--- src/rtl/pdu_pkg.sv ---
// shared types and constants for the pixel doubling upscaler
// no dependencies; used by every module of the block
`timescale 1ns / 1ps
`default_nettype none

package pdu_pkg;

   // image limits and derived widths
   localparam int MAX_WIDTH  = 2048;
   localparam int MAX_HEIGHT = 2048;
   localparam int DIM_W      = 12;
   localparam int COL_W      = $clog2(MAX_WIDTH);
   localparam int ROW_W      = $clog2(MAX_HEIGHT);
   localparam int PIX_W      = 24;
   localparam int CSR_IDX_W  = 1;

   // item opcodes
   localparam logic OP_PIXEL = 1'b0;
   localparam logic OP_TICK  = 1'b1;

   // register indexes
   localparam logic [CSR_IDX_W-1:0] CSR_WIDTH  = 1'b0;
   localparam logic [CSR_IDX_W-1:0] CSR_HEIGHT = 1'b1;

   // pad byte count when the width is odd
   localparam logic [1:0] PAD_ODD  = 2'd2;
   localparam logic [1:0] PAD_NONE = 2'd0;

   typedef struct packed {
      logic       opcode;
      logic [7:0] in_blue;
      logic [7:0] in_green;
      logic [7:0] in_red;
   } req_type;

   typedef struct packed {
      logic [7:0] out_blue;
      logic [7:0] out_green;
      logic [7:0] out_red;
      logic       row_end;
      logic [1:0] pad_bytes;
      logic       image_end;
      logic       last;
   } rsp_type;

   // command passed from the front end to the output side
   typedef struct packed {
      logic             is_tick;
      logic [COL_W-1:0] addr;
      logic [PIX_W-1:0] pix;
      logic             row_end;
      logic [1:0]       pad;
      logic             image_end;
   } cmd_type;

   // queue status seen by its producer and consumer
   typedef struct packed {
      logic full;
      logic empty;
   } queue_status_type;

endpackage

`default_nettype wire

--- src/rtl/pdu_cmd_queue.sv ---
// four entry command queue between front end and output side
// register based fifo of pdu_pkg::cmd_type entries
`timescale 1ns / 1ps
`default_nettype none

module pdu_cmd_queue (
   input  wire                          clock,
   input  wire                          reset,
   input  wire                          push,
   input  wire pdu_pkg::cmd_type        push_cmd,
   input  wire                          pop,
   output pdu_pkg::cmd_type             head_cmd,
   output pdu_pkg::queue_status_type    status
);

   localparam int DEPTH = 4;
   localparam int PTR_W = $clog2(DEPTH);

   pdu_pkg::cmd_type   entry_ff [DEPTH];
   logic [PTR_W-1:0]   wr_ptr_ff, rd_ptr_ff;
   logic [PTR_W:0]     count_ff, count_in;
   logic               do_push, do_pop;

   assign status.full  = (count_ff == (PTR_W+1)'(DEPTH));
   assign status.empty = (count_ff == '0);
   assign do_push      = push && !status.full;
   assign do_pop       = pop && !status.empty;
   assign head_cmd     = entry_ff[rd_ptr_ff];

   always_comb begin
      count_in = count_ff;
      if (do_push && !do_pop) count_in = count_ff + (PTR_W+1)'(1);
      else if (do_pop && !do_push) count_in = count_ff - (PTR_W+1)'(1);
   end

   // pointers and fill level
   always_ff @(posedge clock) begin
      if (reset) begin
         wr_ptr_ff <= '0;
         rd_ptr_ff <= '0;
         count_ff  <= '0;
      end else begin
         if (do_push) wr_ptr_ff <= wr_ptr_ff + PTR_W'(1);
         if (do_pop) rd_ptr_ff <= rd_ptr_ff + PTR_W'(1);
         count_ff <= count_in;
      end
   end

   // entry storage
   always_ff @(posedge clock) begin
      if (do_push) entry_ff[wr_ptr_ff] <= push_cmd;
   end

endmodule

`default_nettype wire

--- config.mk ---
export PLATFORM = sky130hd
export DESIGN_NAME = pdu_cmd_queue
export DESIGN_NICKNAME = d
export VERILOG_FILES = /design/src/rtl/pdu_pkg.sv /design/src/rtl/pdu_cmd_queue.sv
export SDC_FILE = /design/constraint.sdc
export NUM_CORES = 1
export LEC_CHECK = 0
export ABC_AREA = 1
export BUFFER_PORTS_ARGS = -buffer_cell sky130_fd_sc_hd__buf_2
export CAP_MARGIN = 20
export CORE_AREA = 2 2 149 108
export CTS_BUF_LIST = sky130_fd_sc_hd__clkbuf_8
export CTS_CLUSTER_DIAMETER = 200
export DETAILED_ROUTE_END_ITERATION = 8
export DIE_AREA = 0 0 151 110
export GPL_ROUTABILITY_DRIVEN = 0
export PLACE_DENSITY_LB_ADDON = 0.25
export SLEW_MARGIN = 20
export SYNTH_ARGS = -nofsm -noshare
export SYNTH_HDL_FRONTEND = slang
export SYNTH_SLANG_ARGS = --single-unit
--- constraint.sdc ---
create_clock -name clock -period 6.8 [get_ports clock]
set_input_delay 1.02 -clock clock [delete_from_list [all_inputs] [get_ports clock]]
set_output_delay 1.02 -clock clock [all_outputs]
set_load 0.1 [all_outputs]
==> flow_metrics.env <==
export IMPL_cts_setup_buffers=0
export IMPL_vias_per_cell=5.130
export IMPL_peakVddDrop_v=0.0002263
export IMPL_powerDensity_nw_per_um2=470.7
export IMPL_ctsHoldBuffers=0
export IMPL_avgSynthCellArea_um2=14.34
export IMPL_p_sw_mw=1.680
export IMPL_dp_cells=724
export IMPL_drtAntennaViolNets=0
export IMPL_max_stage_delay_ns=0.70
export IMPL_die_h_um=110
export IMPL_critPathSlowestCell="dfxtp_2"
export IMPL_critPathMaxFanout=80
export IMPL_final_setup_tns_ns=0
export IMPL_worst_hold_slack_ns=0.5051
export IMPL_ios=86
export IMPL_nNetsFinal=593
export IMPL_start_util=0.4335
export IMPL_worst_pin_slew_ns=0.6978
export IMPL_yosys_register_bits=169
export IMPL_routed_wl_um=13200
export IMPL_outcome="finished, final reports clean"
export IMPL_clock_latency_ns=0.43
export IMPL_post_route_cells_drive_above_1_share=0.2401
export IMPL_finish_utilization=0.4895
export IMPL_cts_tree="built"
export IMPL_final_hold_viol_count=0
export IMPL_drc=0
export IMPL_crit_family="buffers and inverters"
export IMPL_layout_common_cells="edfxtp_1, nor2_1, buf_2"
export IMPL_p_comb_frac=0.439
export IMPL_port_buffer_count=85
export IMPL_power_frac_clock=0.184
export IMPL_fin_crit_sh=0.5411
export IMPL_finalMaxSlewViolations=0
export IMPL_netSwitchingFraction=0.4823
export IMPL_core_area_um2=15120
export IMPL_antenna_found_initial=4
export IMPL_path_clk_slew_ns=0.08
export IMPL_max_slew_margin=0.5337
export IMPL_yosysWarningCount=0
export IMPL_dieArea_um2=16610
export IMPL_cts_buffer_depth=2
export IMPL_setup_viol=0
export IMPL_clock_root_buffer="clkbuf_8"
export IMPL_wire_per_inst_um=17.46
export IMPL_initialDrtViolationCount=304
export IMPL_overflow=0
export IMPL_syn_instance_count=457
export IMPL_path_class="reg2out"
export IMPL_hp_class="reg2reg"
export IMPL_grt_pass1_wl_um=20390
export IMPL_synth_cell_type_count=24
export IMPL_cp_data_arrival_time_ns=2.66
export IMPL_grt_pass1_vias=3930
export IMPL_path_cells="buf_4, inv_12, o21ai_1, o22ai_1, buf_2"
export IMPL_p_int_mw=1.804
export IMPL_clock_skew_ns=0.007787
export IMPL_layout_commonest_cell="edfxtp_1"
export IMPL_rsz0062_at_grt="no"
export IMPL_critPathRequiredTime_ns=5.78
export IMPL_vias=3878
export IMPL_dr_pass1_iters=4
export IMPL_grt_max_degree=81
export IMPL_p_leak_nw=2.621
export IMPL_grt_total_usage=0.1677
export IMPL_cts_sinks=169
export IMPL_synthFlopType="edfxtp_1"
export IMPL_crit_buf_inv=3
export IMPL_num_rows=38
export IMPL_synthArstFlopShare=0
export IMPL_critPathLaunchType="flip-flop"
export IMPL_syn_to_final_growth_pct=12.92
export IMPL_synth_nets=507
export IMPL_stdcell_count=756
export IMPL_synth_edf_count=160
export IMPL_fmax_ghz=0.2718
export IMPL_maxCapViolations=0
export IMPL_place_hpwl_um=7756
export IMPL_die_w_um=151
export IMPL_netlist_area_um2=6554
export IMPL_seqPwrFrac=0.377
export IMPL_critPathCaptureType="output port"
export IMPL_cts_max_level=4
export IMPL_ctsResizeCount=0
export IMPL_seq_area_frac_synth=0.7606
export IMPL_min_period_ns=3.679
export IMPL_cts_buffers=17
==> final timing paths <==
check / from / to / slack (ns) / depth (start not counted)
setup reg to reg: count_ff[0]$_SDFFE_PP0P_ / entry_ff[3][14]$_DFFE_PP_ / 4.68 / 5
hold / removal: rd_ptr_ff[0]$_SDFFE_PP0P_ / rd_ptr_ff[0]$_SDFFE_PP0P_ / 0.51 / 2
setup / recovery: flip-flop / head_cmd[39] / 3.12 / 5
hold reg to reg: rd_ptr_ff[0]$_SDFFE_PP0P_ / rd_ptr_ff[0]$_SDFFE_PP0P_ / 0.51 / 2
==> cell usage after synthesis, types with 3 or more instances <==
cell	number	share of area
buf_6	5	0.0086
nand2_2	4	0.0038
nand2_1	11	0.0063
buf_4	4	0.0046
ha_1	5	0.0095
buf_2	8	0.0061
o22ai_1	40	0.038
edfxtp_1	160	0.73
o21ai_0	31	0.024
buf_12	4	0.012
dfxtp_1	9	0.027
inv_1	16	0.0092
a21oi_1	3	0.0023
o21ai_1	47	0.036
o21ai_2	3	0.0040
nand3_1	4	0.0031
buf_8	4	0.0092
nor2_1	93	0.053
==> worst register-to-register path, stage by stage (launching register included) <==
cell     delay (ns)
dfxtp_1        0.42
nor2_2         0.08
nand2_2        0.09
nand2_2        0.16
nor2_4         0.58
buf_4          0.46
==> layer usage <==
metal / global-route usage / part of all wire / up-vias
li1: - / - / 1852
met1: 0.2026 / 0.44 / 1906
met2: 0.2792 / 0.48 / 94
met3: 0.06132 / 0.067 / 22
met4: 0.06208 / 0.016 / 4
met5: 0 / 0.0020 / -
==> kinds of logic after synthesis <==
group                    synth area share
AO/OA/AOI/OAI                      0.1040
XOR/XNOR                         0.001337
buffers and inverters             0.05288
adder cells (fa/ha/maj)           0.01260
flip-flops                         0.7606
AND/OR/NAND/NOR                   0.06854
==> registers in the layout, indices dropped and copies added (netlist names), named ones only <==
| signal | count |
|---|---|
| count_ff | 3 |
| entry_ff | 160 |
| wr_ptr_ff | 2 |
| rd_ptr_ff | 2 |
==> metrics by stage <==
stage                     setup WS (ns)  area (um2)  power, mW
after CTS                         3.093        7396      3.513
after floorplan                   3.575        6554      2.673
final                             3.121        7401      3.484
after detailed placement          3.582        7047      2.876
after global placement            3.618        7047      2.856
after global routing              2.879        7398      3.633
==> layout make-up <==
class	instances	area [um2]
fill	1337	7719
timing repair buffer	92	478.0
multi-input combinational	245	1252
sequential	169	4986
inverter	18	80.08
clock buffer	17	234.0
tap	200	250.2
antenna	2	5.005
clock inverter	13	115.1
==> power by group through the flow <==
stage / Sequential (mW) / Combinational (mW) / Clock, mW
floorplan: 1.32 / 1.35 / 0
global placement: 1.33 / 1.52 / 0
detailed placement: 1.34 / 1.54 / 0
CTS: 1.31 / 1.54 / 0.659
global route: 1.33 / 1.61 / 0.698
finish: 1.31 / 1.53 / 0.641
(Power assumes the default switching activity.)
