**src/rtl/pdu_pkg.sv**
```systemverilog
// shared types and constants for the pixel doubling upscaler
// no dependencies; used by every module of the block
`timescale 1ns / 1ps
`default_nettype none

package pdu_pkg;

   // image limits and derived widths
   localparam int MAX_WIDTH  = 2048;
   localparam int MAX_HEIGHT = 2048;
   localparam int DIM_W      = 12;
   localparam int COL_W      = $clog2(MAX_WIDTH);
   localparam int ROW_W      = $clog2(MAX_HEIGHT);
   localparam int PIX_W      = 24;
   localparam int CSR_IDX_W  = 1;

   // item opcodes
   localparam logic OP_PIXEL = 1'b0;
   localparam logic OP_TICK  = 1'b1;

   // register indexes
   localparam logic [CSR_IDX_W-1:0] CSR_WIDTH  = 1'b0;
   localparam logic [CSR_IDX_W-1:0] CSR_HEIGHT = 1'b1;

   // pad byte count when the width is odd
   localparam logic [1:0] PAD_ODD  = 2'd2;
   localparam logic [1:0] PAD_NONE = 2'd0;

   typedef struct packed {
      logic       opcode;
      logic [7:0] in_blue;
      logic [7:0] in_green;
      logic [7:0] in_red;
   } req_type;

   typedef struct packed {
      logic [7:0] out_blue;
      logic [7:0] out_green;
      logic [7:0] out_red;
      logic       row_end;
      logic [1:0] pad_bytes;
      logic       image_end;
      logic       last;
   } rsp_type;

   // command passed from the front end to the output side
   typedef struct packed {
      logic             is_tick;
      logic [COL_W-1:0] addr;
      logic [PIX_W-1:0] pix;
      logic             row_end;
      logic [1:0]       pad;
      logic             image_end;
   } cmd_type;

   // queue status seen by its producer and consumer
   typedef struct packed {
      logic full;
      logic empty;
   } queue_status_type;

endpackage

`default_nettype wire

```
**src/rtl/pdu_front.sv**
```systemverilog
// front end: accepts items, holds configuration and row/column counters
// classifies each item into a store or replay command, or ignores it; uses pdu_pkg
`timescale 1ns / 1ps
`default_nettype none

module pdu_front (
   input  wire                                clock,
   input  wire                                reset,
   input  wire                                req_valid,
   input  wire                                req_stall,
   input  wire pdu_pkg::req_type              req_payload,
   input  wire                                csr_valid,
   input  wire  [pdu_pkg::CSR_IDX_W-1:0]      csr_index,
   input  wire  [pdu_pkg::DIM_W-1:0]          csr_data,
   output logic                               push_valid,
   output pdu_pkg::cmd_type                   push_cmd
);

   logic [pdu_pkg::DIM_W-1:0] width_ff, height_ff;
   logic [pdu_pkg::COL_W-1:0] fill_column_ff, fill_column_in;
   logic [pdu_pkg::COL_W-1:0] replay_column_ff, replay_column_in;
   logic [pdu_pkg::ROW_W-1:0] row_count_ff, row_count_in;
   logic                      replay_pending_ff, replay_pending_in;

   logic [pdu_pkg::DIM_W-1:0] w_eff, h_eff;
   logic                      accept, is_pixel;
   logic                      fill_end, replay_end, last_row;

   // configuration writes, ready is always high
   always_ff @(posedge clock) begin
      if (reset) begin
         width_ff  <= pdu_pkg::DIM_W'(1);
         height_ff <= pdu_pkg::DIM_W'(1);
      end else if (csr_valid) begin
         if (csr_index == pdu_pkg::CSR_WIDTH) width_ff <= csr_data;
         if (csr_index == pdu_pkg::CSR_HEIGHT) height_ff <= csr_data;
      end
   end

   // clamp dimensions into 1..max
   always_comb begin
      if (width_ff == '0) w_eff = pdu_pkg::DIM_W'(1);
      else if (width_ff > pdu_pkg::DIM_W'(pdu_pkg::MAX_WIDTH))
         w_eff = pdu_pkg::DIM_W'(pdu_pkg::MAX_WIDTH);
      else w_eff = width_ff;
      if (height_ff == '0) h_eff = pdu_pkg::DIM_W'(1);
      else if (height_ff > pdu_pkg::DIM_W'(pdu_pkg::MAX_HEIGHT))
         h_eff = pdu_pkg::DIM_W'(pdu_pkg::MAX_HEIGHT);
      else h_eff = height_ff;
   end

   assign accept   = req_valid && !req_stall;
   assign is_pixel = (req_payload.opcode == pdu_pkg::OP_PIXEL);

   assign fill_end   = (pdu_pkg::DIM_W'(fill_column_ff) + pdu_pkg::DIM_W'(1)) >= w_eff;
   assign replay_end = (pdu_pkg::DIM_W'(replay_column_ff) + pdu_pkg::DIM_W'(1)) >= w_eff;
   assign last_row   = (pdu_pkg::DIM_W'(row_count_ff) + pdu_pkg::DIM_W'(1)) >= h_eff;

   // classify and update counters; ignored items leave state alone
   always_comb begin
      fill_column_in    = fill_column_ff;
      replay_column_in  = replay_column_ff;
      row_count_in      = row_count_ff;
      replay_pending_in = replay_pending_ff;
      push_valid        = 1'b0;
      push_cmd.is_tick  = !is_pixel;
      push_cmd.pix      = {req_payload.in_red, req_payload.in_green, req_payload.in_blue};
      push_cmd.pad      = w_eff[0] ? pdu_pkg::PAD_ODD : pdu_pkg::PAD_NONE;
      push_cmd.addr     = is_pixel ? fill_column_ff : replay_column_ff;
      push_cmd.row_end  = is_pixel ? fill_end : replay_end;
      push_cmd.image_end = !is_pixel && replay_end && last_row;
      if (accept && is_pixel && !replay_pending_ff) begin
         push_valid = 1'b1;
         if (fill_end) begin
            fill_column_in    = '0;
            replay_column_in  = '0;
            replay_pending_in = 1'b1;
         end else begin
            fill_column_in = fill_column_ff + pdu_pkg::COL_W'(1);
         end
      end else if (accept && !is_pixel && replay_pending_ff) begin
         push_valid = 1'b1;
         if (replay_end) begin
            replay_column_in  = '0;
            replay_pending_in = 1'b0;
            row_count_in      = last_row ? '0 : row_count_ff + pdu_pkg::ROW_W'(1);
         end else begin
            replay_column_in = replay_column_ff + pdu_pkg::COL_W'(1);
         end
      end
   end

   always_ff @(posedge clock) begin
      if (reset) begin
         fill_column_ff    <= '0;
         replay_column_ff  <= '0;
         row_count_ff      <= '0;
         replay_pending_ff <= 1'b0;
      end else begin
         fill_column_ff    <= fill_column_in;
         replay_column_ff  <= replay_column_in;
         row_count_ff      <= row_count_in;
         replay_pending_ff <= replay_pending_in;
      end
   end

endmodule

`default_nettype wire

```
**config.mk**
```make
export PLATFORM = sky130hd
export DESIGN_NAME = pdu_front
export DESIGN_NICKNAME = d
export VERILOG_FILES = /design/src/rtl/pdu_pkg.sv /design/src/rtl/pdu_front.sv
export SDC_FILE = /design/constraint.sdc
export NUM_CORES = 1
export LEC_CHECK = 0
export BUFFER_PORTS_ARGS = -buffer_cell sky130_fd_sc_hd__buf_2
export CAP_MARGIN = 20
export CORE_UTILIZATION = 40
export DETAILED_ROUTE_END_ITERATION = 10
export RECOVER_POWER = 25
export SLEW_MARGIN = 40
export SYNTH_ARGS = -nofsm -noshare
export SYNTH_HDL_FRONTEND = slang
export SYNTH_SLANG_ARGS = --single-unit
```
**constraint.sdc**
```tcl
create_clock -name clock -period 5.4 [get_ports clock]
set_input_delay 0.27 -clock clock [delete_from_list [all_inputs] [get_ports clock]]
set_output_delay 0.27 -clock clock [all_outputs]
set_load 0.1 [all_outputs]
```
==> out/results.ini, run 1 <==
[floorplanning]
die_area_mm2=0.01037
core_area_mm2=0.009729
start_util=0.4096
die_h_um=101.8
rows=36
die_width_um=101.8
top_level_ports=84

[timing]
tightest_slew_ns=0.8797
setup_viol=0
finalHoldViolCount=0
clock-skew-final_ns=0.007900
setup_ws_ns=1.489
period_needed_ns=3.911
tns_ns=0
period_share=0.7243
slew_headroom=0.4120
fin_hold_ws_ns=0.1666
rsz0062_at_grt=no
finalMaxSlewViolations=0
clock.fmax_mhz=255.7

[worst_setup_path]
end_kind=output port
slowest_stage=dfxtp_1
cpMostUsedCell=and3_1
required_ns=5.13
cp_data_arrival_time_ns=3.64
start_kind=flip-flop
critical_path_class=reg -> out
crit_chain=ha_1 -> and3_1 -> and3_1 -> and3_1 -> nand3_1 -> xnor2_1 -> ha_1 -> nand4_1 -> or2_2 -> o21ai_0 -> mux2_2 -> buf_2
crit_fanout=7
max_stage_delay_ns=0.45

[clock_tree]
clk_latency_ns=0.35
hold_buffers=0
cts_root_buffer=clkbuf_8
post_cts_buffers=0
cts_num_sinks=58
path_clk_slew_ns=0.07
htreeDepth=3
cts_resized=0
cts_max_path_buffers=2
cts_tree=built
numCtsBuffers=9

[pwr]
vdd_drop_max_uv=117.9
p_per_area_mw_per_mm2=245.9
cellLeakagePower_nw=1.904
p_total_mw=1.050

[placement]
routabilityCongestion=0.8443
place_ws_ns=1.636
portBuffers=34
dp_hpwl_um=7581
place_area_mm2=0.004054

[finish]
nNetsFinal=588
final_cell_mix=nand2_1, dfxtp_1, a21oi_1
drive_gt1_frac=0.1333
nFillCells=1017
layout_commonest_cell=nand2_1
design_area_mm2=0.004270
diodes=0
syn_to_final_growth_pct=7.159

[routing]
wl_um=9752
num_vias=3477
drc=0
viasPerCell=5.407
detail-route-antenna-nets=0
drtPass1Iterations=4
drt_iter0_drc=117
post_drt_wl_per_cell_um=15.17

[logic_synthesis]
seq_area_frac_synth=0.2914
synth_cell_types=54
ys_seq_elements=58
async_reset_ff_frac=0
synthFlopType=dfxtp_1
syn_avg_cell_area_um2=7.907
synth_edf_count=0
synthCells=504
netlist_area_mm2=0.003985
yosys_warnings=0
syn_nets=586

[grt]
grt_max_degree=36
grt_pass1_wl_um=15730
grt_antenna_before_repair=0
grt_usage=0.2015
grt_pass1_vias=3224
overflow=0

[job]
maxCapViolCount=0

[outcome]
run_status=finished clean

[min_path]
min_path_type=in -> reg

[state kept, by name, summed over array words and instances (netlist names)]
| name | flops |
|---|---|
| height_ff | 12 |
| width_ff | 12 |
| row_count_ff | 11 |
| replay_pending_ff | 1 |
| fill_column_ff | 11 |
| replay_column_ff | 11 |
[cells in the mapped netlist, types with 2 or more instances]
cell      number  share of area
nand4_1       11          0.017
or2_2          3         0.0047
nand2b_1      10          0.016
a22oi_1        2         0.0038
and4_1         2         0.0044
ha_1          39           0.12
nand2_1      104          0.098
a31oi_1        4         0.0063
or3_1          4         0.0063
a211oi_1       2         0.0038
clkbuf_1      14          0.013
buf_4         26          0.049
and2_1         2         0.0031
nor3_1         3         0.0038
dfxtp_1       58           0.29
nand4b_1       2         0.0044
o21ai_0       11          0.014
a22o_1        13          0.029
o211ai_1       4         0.0075
nor4_1         4         0.0063
a211o_1        3         0.0066
nor2b_1        6         0.0094
a21oi_1       47          0.059
nand3_1       18          0.023
buf_1          2         0.0019
inv_1         12          0.011
and3_1         6         0.0094
xor2_1        12          0.026
o21a_1         3         0.0057
mux2_2        12          0.034
xnor2_1        7          0.015
o31ai_1        2         0.0038
nor2_1        21          0.020
buf_6          2         0.0057
o22ai_1        8          0.013
mux2i_1        2         0.0050
nor3b_1        2         0.0038
a21o_1         5         0.0094
[critical path: cells and delay by family, from the launching register on]
| family | cells | cell delay (ns) |
|---|---|---|
| xor gates and xnor gates | 1 | 0.16 |
| adders and majority gates | 2 | 0.56 |
| and+or+nand+nor | 6 | 1.27 |
| DFF | 1 | 0.45 |
| muxes | 1 | 0.20 |
| buffers and inverters | 1 | 0.42 |
| AOI/OAI and AO/OA | 1 | 0.20 |
[per-layer routing]
metal	global-route usage	wire (um)	vias up
li1	-	-	1772
met1	0.2668	4671	1626
met2	0.3207	4503	61
met3	0.03967	389	18
met4	0.08462	187	0
met5	0	0	-
[kinds of logic (layout without fill, tap and decap cells)]
logic type / after synthesis / count (layout) / synth area share
compound gates: 112 / 112 / 0.1783
xor+xnor: 19 / 19 / 0.04176
fa+ha+maj: 39 / 39 / 0.1224
buf+inv: 57 / 63 / 0.08226
flops: 58 / 58 / 0.2914
mux: 14 / 14 / 0.03893
other cells: 1 / 1 / 0.0009410
simple gates: 204 / 204 / 0.2440
[worst paths after layout]
check / cells past startpoint / slack (ns) / end / startpoint
min: 3 / 0.17 / height_ff[1] / csr_data[1]
max: 12 / 1.49 / push_cmd[3] / fill_column_ff[0]
max reg2reg: 12 / 1.60 / fill_column_ff[8] / fill_column_ff[0]
min reg2reg: 2 / 0.48 / height_ff[7] / height_ff[7]
[stage by stage]
stage                     std cells  utilization
final                           643       0.4389
after global routing            643       0.4389
after CTS                       643       0.4389
after detailed placement        628       0.4167
after global placement          628       0.4167
after floorplan                 504            -
[report_power, final]
part | leakage, nW | internal, mW | switching, mW | total [mW]
combinational | 1.32 | 0.0463 | 0.109 | 0.155
sequential | 0.470 | 0.437 | 0.00826 | 0.446
clock | 0.112 | 0.269 | 0.181 | 0.450
total | 1.90 | 0.752 | 0.298 | 1.05
[layout make-up]
type	count	area, um2	share of cell area
clock buffers	10	137.6	0.03223
clock inverters	5	78.83	0.01846
inverters	12	45.04	0.01055
multi-input cells	389	2496	0.5845
flip-flops and latches	58	1161	0.2719
well taps	133	166.4	0.03897
repair buffers	36	185.2	0.04336
(Power assumes the default switching activity.)
==> run 2: changes to the inputs <==
--- a/config.mk
+++ b/config.mk
@@ -5,6 +5,7 @@
 export SDC_FILE = /design/constraint.sdc
 export NUM_CORES = 1
 export LEC_CHECK = 0
+export ABC_AREA = 1
 export BUFFER_PORTS_ARGS = -buffer_cell sky130_fd_sc_hd__buf_2
 export CAP_MARGIN = 20
 export CORE_UTILIZATION = 40
==> constraint.sdc (replaced) <==
create_clock -name clock -period 3.9 [get_ports clock]
set_input_delay 0.195 -clock clock [delete_from_list [all_inputs] [get_ports clock]]
set_output_delay 0.195 -clock clock [all_outputs]
set_load 0.1 [all_outputs]
==> run 2 against run 1 <==
Net effect:
- worst setup slack lost 1.0 ns
- non-clock buffer count shrank 2
- synthesized cell count grew 30%
- hold slack lost 0.086 ns
- via count grew 12%
- die area grew 5.4%
- clock power grew 21%
- combinational power grew 120%
- wire length grew 6.8%
- critical endpoint is now push_cmd[0]
- highest routed layer unchanged
==> out/results.ini, run 2 <==
[worst_setup_path]
cp_data_arrival_time_ns=3.23
required_ns=3.70
start_kind=flip-flop
regToRegStartpoint=fill_column_ff[0]
max_stage_delay_ns=0.63
slowest_stage=o31ai_2
crit_chain=nor2_1 -> nand2_1 -> o31ai_2 -> nand2_1 -> ha_1 -> nand2_1 -> nor2_1 -> nand2_1 -> nor2_1 -> nand2_1 -> nand2_2 -> nand2_1 -> nor2_1 -> buf_2
end_kind=output port
crit_path_start=width_ff[6]
cpMostUsedCell=nand2_1
crit_fanout=10
critical_path_class=reg -> out

[clock_tree]
cts_max_path_buffers=2
cts_root_buffer=clkbuf_8
path_clk_slew_ns=0.07
htreeDepth=3
post_cts_buffers=0
clk_latency_ns=0.36
cts_tree=built
cts_num_sinks=58
cts_resized=0
hold_buffers=0
numCtsBuffers=9

[logic_synthesis]
netlist_area_mm2=0.004205
async_reset_ff_frac=0
yosys_warnings=0
synth_cell_types=30
syn_avg_cell_area_um2=6.440
synth_top_area_frac=0.2761
seq_area_frac_synth=0.2761
yosysMostFrequentCell=nand2_1
syn_nets=735
synth_top_area_cell=dfxtp_1
synthCells=653
ys_seq_elements=58
synthTopCellsByCount=nand2_1, nor2_1, inv_1
synth_edf_count=0
synthFlopType=dfxtp_1
synth_area_leaders=dfxtp_1, nand2_1, ha_1, nor2_1, inv_1

[timing]
finalHoldViolCount=0
setup_ws_ns=0.4770
fin_hold_ws_ns=0.08086
tightest_slew_ns=0.7274
clock-skew-final_ns=0.01325
finalMaxSlewViolations=0
rsz0062_at_grt=no
tns_ns=0
period_needed_ns=3.423
clock.fmax_mhz=292.1
period_share=0.8777
setup_viol=0
slew_headroom=0.5144

[floorplanning]
core_area_mm2=0.01028
rows=37
die_area_mm2=0.01093
die_h_um=104.5
start_util=0.4092
die_width_um=104.5
top_level_ports=84

[placement]
dp_cells=782
place_area_mm2=0.004270
dp_hpwl_um=8069
place_ws_ns=0.8667
portBuffers=34
routabilityCongestion=0.8709

[pwr]
intPower_mw=0.9956
clkPwrFrac=0.359
power_frac_comb=0.222
p_seq_frac=0.419
p_switching_mw=0.5254
p_per_area_mw_per_mm2=341.3
p_total_mw=1.521
vdd_drop_max_uv=147.8
switching_share=0.3454
cellLeakagePower_nw=2.255

[finish]
largest_registers=height_ff: 12 flops, width_ff: 12 flops
final_cells=798
design_area_mm2=0.004457
syn_to_final_growth_pct=5.980
nNetsFinal=739
drive_gt1_frac=0.09517
final_util=0.4337
layout_commonest_cell=nand2_1
diodes=0
final_cell_mix=nand2_1, nor2_1, inv_1

[grt]
grt_pass1_vias=3749
grt_pass1_wl_um=17240
grt_usage=0.1995
overflow=0
grt_antenna_before_repair=0
grt_max_degree=45

[routing]
post_drt_wl_per_cell_um=13.06
drtPass1Iterations=5
wl_um=10420
detail-route-antenna-nets=0
num_vias=3888
m1WireLength_um=4775
drc=0
viasPerCell=4.872
dr.max_layer_used=met4
drt_iter0_drc=227
dr_wl_met3_um=350
wl_met2_um=4991

[job]
maxCapViolCount=0

[outcome]
run_status=finished clean

[min_path]
min_path_type=in -> reg
hp-start=csr_data[0]

-- run 2: path summary, 6_finish.rpt --
check	to	slack, ns	depth (start not counted)
max reg2reg	replay_column_ff[1]	0.88	16
min reg2reg	fill_column_ff[10]	0.48	2
max	push_cmd[0]	0.48	14
min	height_ff[0]	0.08	3
-- run 2: power groups by stage --
stage / Combinational [mW] / Sequential, mW / Clock, mW
after floorplan: 0.382 / 0.645 / 0
after global placement: 0.331 / 0.651 / 0
after detailed placement: 0.336 / 0.651 / 0
after CTS: 0.337 / 0.637 / 0.563
after global routing: 0.377 / 0.641 / 0.588
final: 0.337 / 0.638 / 0.546
-- run 2: kinds of logic (layout without fill, tap and decap cells) --
group,count (synthesis),after routing,share of synthesized area
AOI/OAI and AO/OA,79,79,0.09580
xor gates and xnor gates,21,21,0.04374
adders and majority gates,39,39,0.1160
buffers and inverters,125,134,0.1404
DFF,58,58,0.2761
other,1,1,0.0008917
and+or+nand+nor,330,330,0.3270
-- run 2: layer usage --
metal / GRT usage / vias to the layer above
met1: 0.2331 / 1765
met2: 0.3458 / 67
met4: 0.1061 / 0
met3: 0.03556 / 22
met5: 0 / -
li1: - / 2034
-- run 2: critical path, delay by kind of cell, from the launching register on --
kind	cells	cell delay (ns)
AND/OR/NAND/NOR	11	1.12
AO/OA/AOI/OAI	1	0.63
buffers and inverters	1	0.43
adder cells (fa/ha/maj)	1	0.36
flip-flops	1	0.33
-- run 2: cell type report --
cell class                 instances  area [um2]
multi-input combinational        470        2454
clock inverter                     5       55.05
timing repair buffer              34       170.2
sequential                        58        1161
tap                              136       170.2
inverter                          84       315.3
clock buffer                      11       131.4
fill                            1102        5821
==> run 3: changes to the inputs <==
--- a/config.mk
+++ b/config.mk
@@ -9,6 +9,7 @@
 export BUFFER_PORTS_ARGS = -buffer_cell sky130_fd_sc_hd__buf_2
 export CAP_MARGIN = 20
 export CORE_UTILIZATION = 40
+export CTS_BUF_LIST = sky130_fd_sc_hd__clkbuf_2
 export DETAILED_ROUTE_END_ITERATION = 10
 export RECOVER_POWER = 25
 export SLEW_MARGIN = 40
==> run 3 against run 2 <==
Net effect:
- sequential share of layout area is 0.37 points lower
- global-route usage is 0.15 points higher
- critical path depth is 2 higher
- via count is 1.5% higher
- utilization is 0.63 points higher
- maximum frequency is 4.0% lower
- wire length is 1.1% higher
- worst setup slack worse by 0.14 ns
- die area stayed put
- largest cell class unchanged
- largest power group unchanged
- highest routed layer unchanged
==> out/results.ini, run 3 (synthesis gave the netlist of run 2 again) <==
[routing]
detail-route-antenna-nets=0
drt_iter0_drc=216
drc=0
wl_um=10540
viasPerCell=4.864
post_drt_wl_per_cell_um=12.99
num_vias=3945
drtPass1Iterations=5

[floorplanning]
die_width_um=104.5
start_util=0.4092
rows=37
die_h_um=104.5
die_area_mm2=0.01093
top_level_ports=84
core_area_mm2=0.01028

[worst_setup_path]
crit_chain=ha_1 -> nand3_2 -> nor3_4 -> nand4_1 -> nand2_1 -> inv_1 -> ha_1 -> nand2_1 -> nor2_1 -> nand2_1 -> nor2_1 -> nand2_1 -> nand2_2 -> nand2_1 -> nand2_1 -> buf_2
timing.rr.end=replay_column_ff[1]
end_kind=output port
regToRegStartpoint=fill_column_ff[0]
crit_buf_inv=2
ff2ff_setup_slack_ns=0.86
slowest_stage=dfxtp_1
r2r_cells=16
critical_path_class=reg -> out
cp.depth=16
cpMostUsedCell=nand2_1
crit_fanout=8
required_ns=3.70
start_kind=flip-flop
crit_family=simple AND/OR/NAND/NOR gates
cp_data_arrival_time_ns=3.37
max_stage_delay_ns=0.55

[timing]
clock-skew-final_ns=0.03902
fin_hold_ws_ns=0.1392
tightest_slew_ns=0.7186
rsz0062_at_grt=no
slew_headroom=0.5202
finalHoldViolCount=0
clock.fmax_mhz=280.4
period_needed_ns=3.567
tns_ns=0
period_share=0.9146
setup_viol=0
finalMaxSlewViolations=0

[finish]
nNetsFinal=752
syn_to_final_growth_pct=7.528
layout_commonest_cell=nand2_1
design_area_mm2=0.004522
final_cell_mix=nand2_1, nor2_1, inv_1
final_util=0.4400
final_cells=811
nFillCells=1094
drive_gt1_frac=0.09630
largest_registers=height_ff: 12 flops, width_ff: 12 flops
diodes=0

[clock_tree]
htreeDepth=3
clk_latency_ns=0.53
cts_max_path_buffers=2
cts_num_sinks=58
path_clk_slew_ns=0.18
cts_tree=built
cts_root_buffer=clkbuf_2
numCtsBuffers=9

[outcome]
run_status=finished clean

[pwr]
clkPwrFrac=0.283
cellLeakagePower_nw=2.289
vdd_drop_max_uv=145.1
intPower_mw=0.8634
p_per_area_mw_per_mm2=304.5
power_frac_comb=0.254
p_switching_mw=0.5135
switching_share=0.3729
p_seq_frac=0.464

[placement]
portBuffers=34
place_area_mm2=0.004270
routabilityCongestion=0.8709
dp_hpwl_um=8069
dp_cells=782

[grt]
grt_antenna_before_repair=0
grt_pass1_vias=3777
grt_usage=0.2010
overflow=0
grt_pass1_wl_um=17440
grt_max_degree=45

[min_path]
worstHoldPathCells=4
holdPathEnd=width_ff[0]
hp-start=csr_index
min_path_type=in -> reg

[job]
maxCapViolCount=0

[run 3: cell types whose count changed in the layout (fill, tap and decap cells not counted), sizes merged]
cell,delta
buf,-1
clkbuf,+1
dlygate4sd3,+13
[run 3: area by class of cell]
type | instances | area (um2) | share of cell area
clock buffer | 11 | 55.05 | 0.01217
sequential | 58 | 1161 | 0.2568
inverter | 84 | 315.3 | 0.06973
multi-input combinational | 470 | 2462 | 0.5445
tap | 136 | 170.2 | 0.03763
timing repair buffer | 47 | 302.8 | 0.06696
clock inverter | 5 | 55.05 | 0.01217
[run 3: worst register-to-register path, stage by stage (launching register included)]
cell and delay [ns]:
dfxtp_1 0.41, ha_1 0.23, nand3_1 0.13, nor3_1 0.33
nand3_1 0.14, xor2_1 0.24, ha_1 0.27, nand2_1 0.09
nor2_2 0.05, nand2_1 0.07, nor2_1 0.04, nor2_1 0.18
nand3_2 0.18, nand2_2 0.34, nand2_1 0.11, nand2_1 0.08
nor2_1 0.06
[run 3: timing repair]
item	4_1_cts	5_1_grt
gates resized for setup	0	2
setup endpoints to repair	0	2
endpoints found under the hold margin	30	0
hold buffers	13	0
setup buffers	0	0
[run 3: metal layers]
layer	share of wire	wire length, um	global-route usage
met1	0.45	4705	0.2361
met2	0.49	5209	0.3548
met3	0.039	411	0.04429
met4	0.020	212	0.07551
met5	0	0	0
[run 3: stage by stage]
step | total power [mW] | worst slack [ns]
6_report | 1.377 | 0.3332
5_1_grt | 1.466 | 0.03964
4_1_cts | 1.391 | 0.2145
3_5_place_dp | 0.9873 | 0.8667
3_3_place_gp | 0.9813 | 0.9470
2_1_floorplan | 1.026 | 0.04419
[run 3: worst max-delay path by stage]
stage                             start                  end  slack [ns]
finish              replay_column_ff[0]          push_cmd[3]        0.33
detailed placement          width_ff[2]          push_cmd[0]        0.87
global route        replay_column_ff[0]          push_cmd[3]        0.04
global placement            width_ff[6]  replay_column_ff[3]        0.95
floorplan                   width_ff[6]          push_cmd[0]        0.04
CTS                         width_ff[6]          push_cmd[0]        0.21
[run 3: power by group through the flow]
stage / combinational (mW) / sequential [mW] / clock [mW]
2_1_floorplan: 0.382 / 0.645 / 0
6_report: 0.349 / 0.639 / 0.389
4_1_cts: 0.347 / 0.638 / 0.406
3_3_place_gp: 0.331 / 0.651 / 0
5_1_grt: 0.390 / 0.643 / 0.433
3_5_place_dp: 0.336 / 0.651 / 0
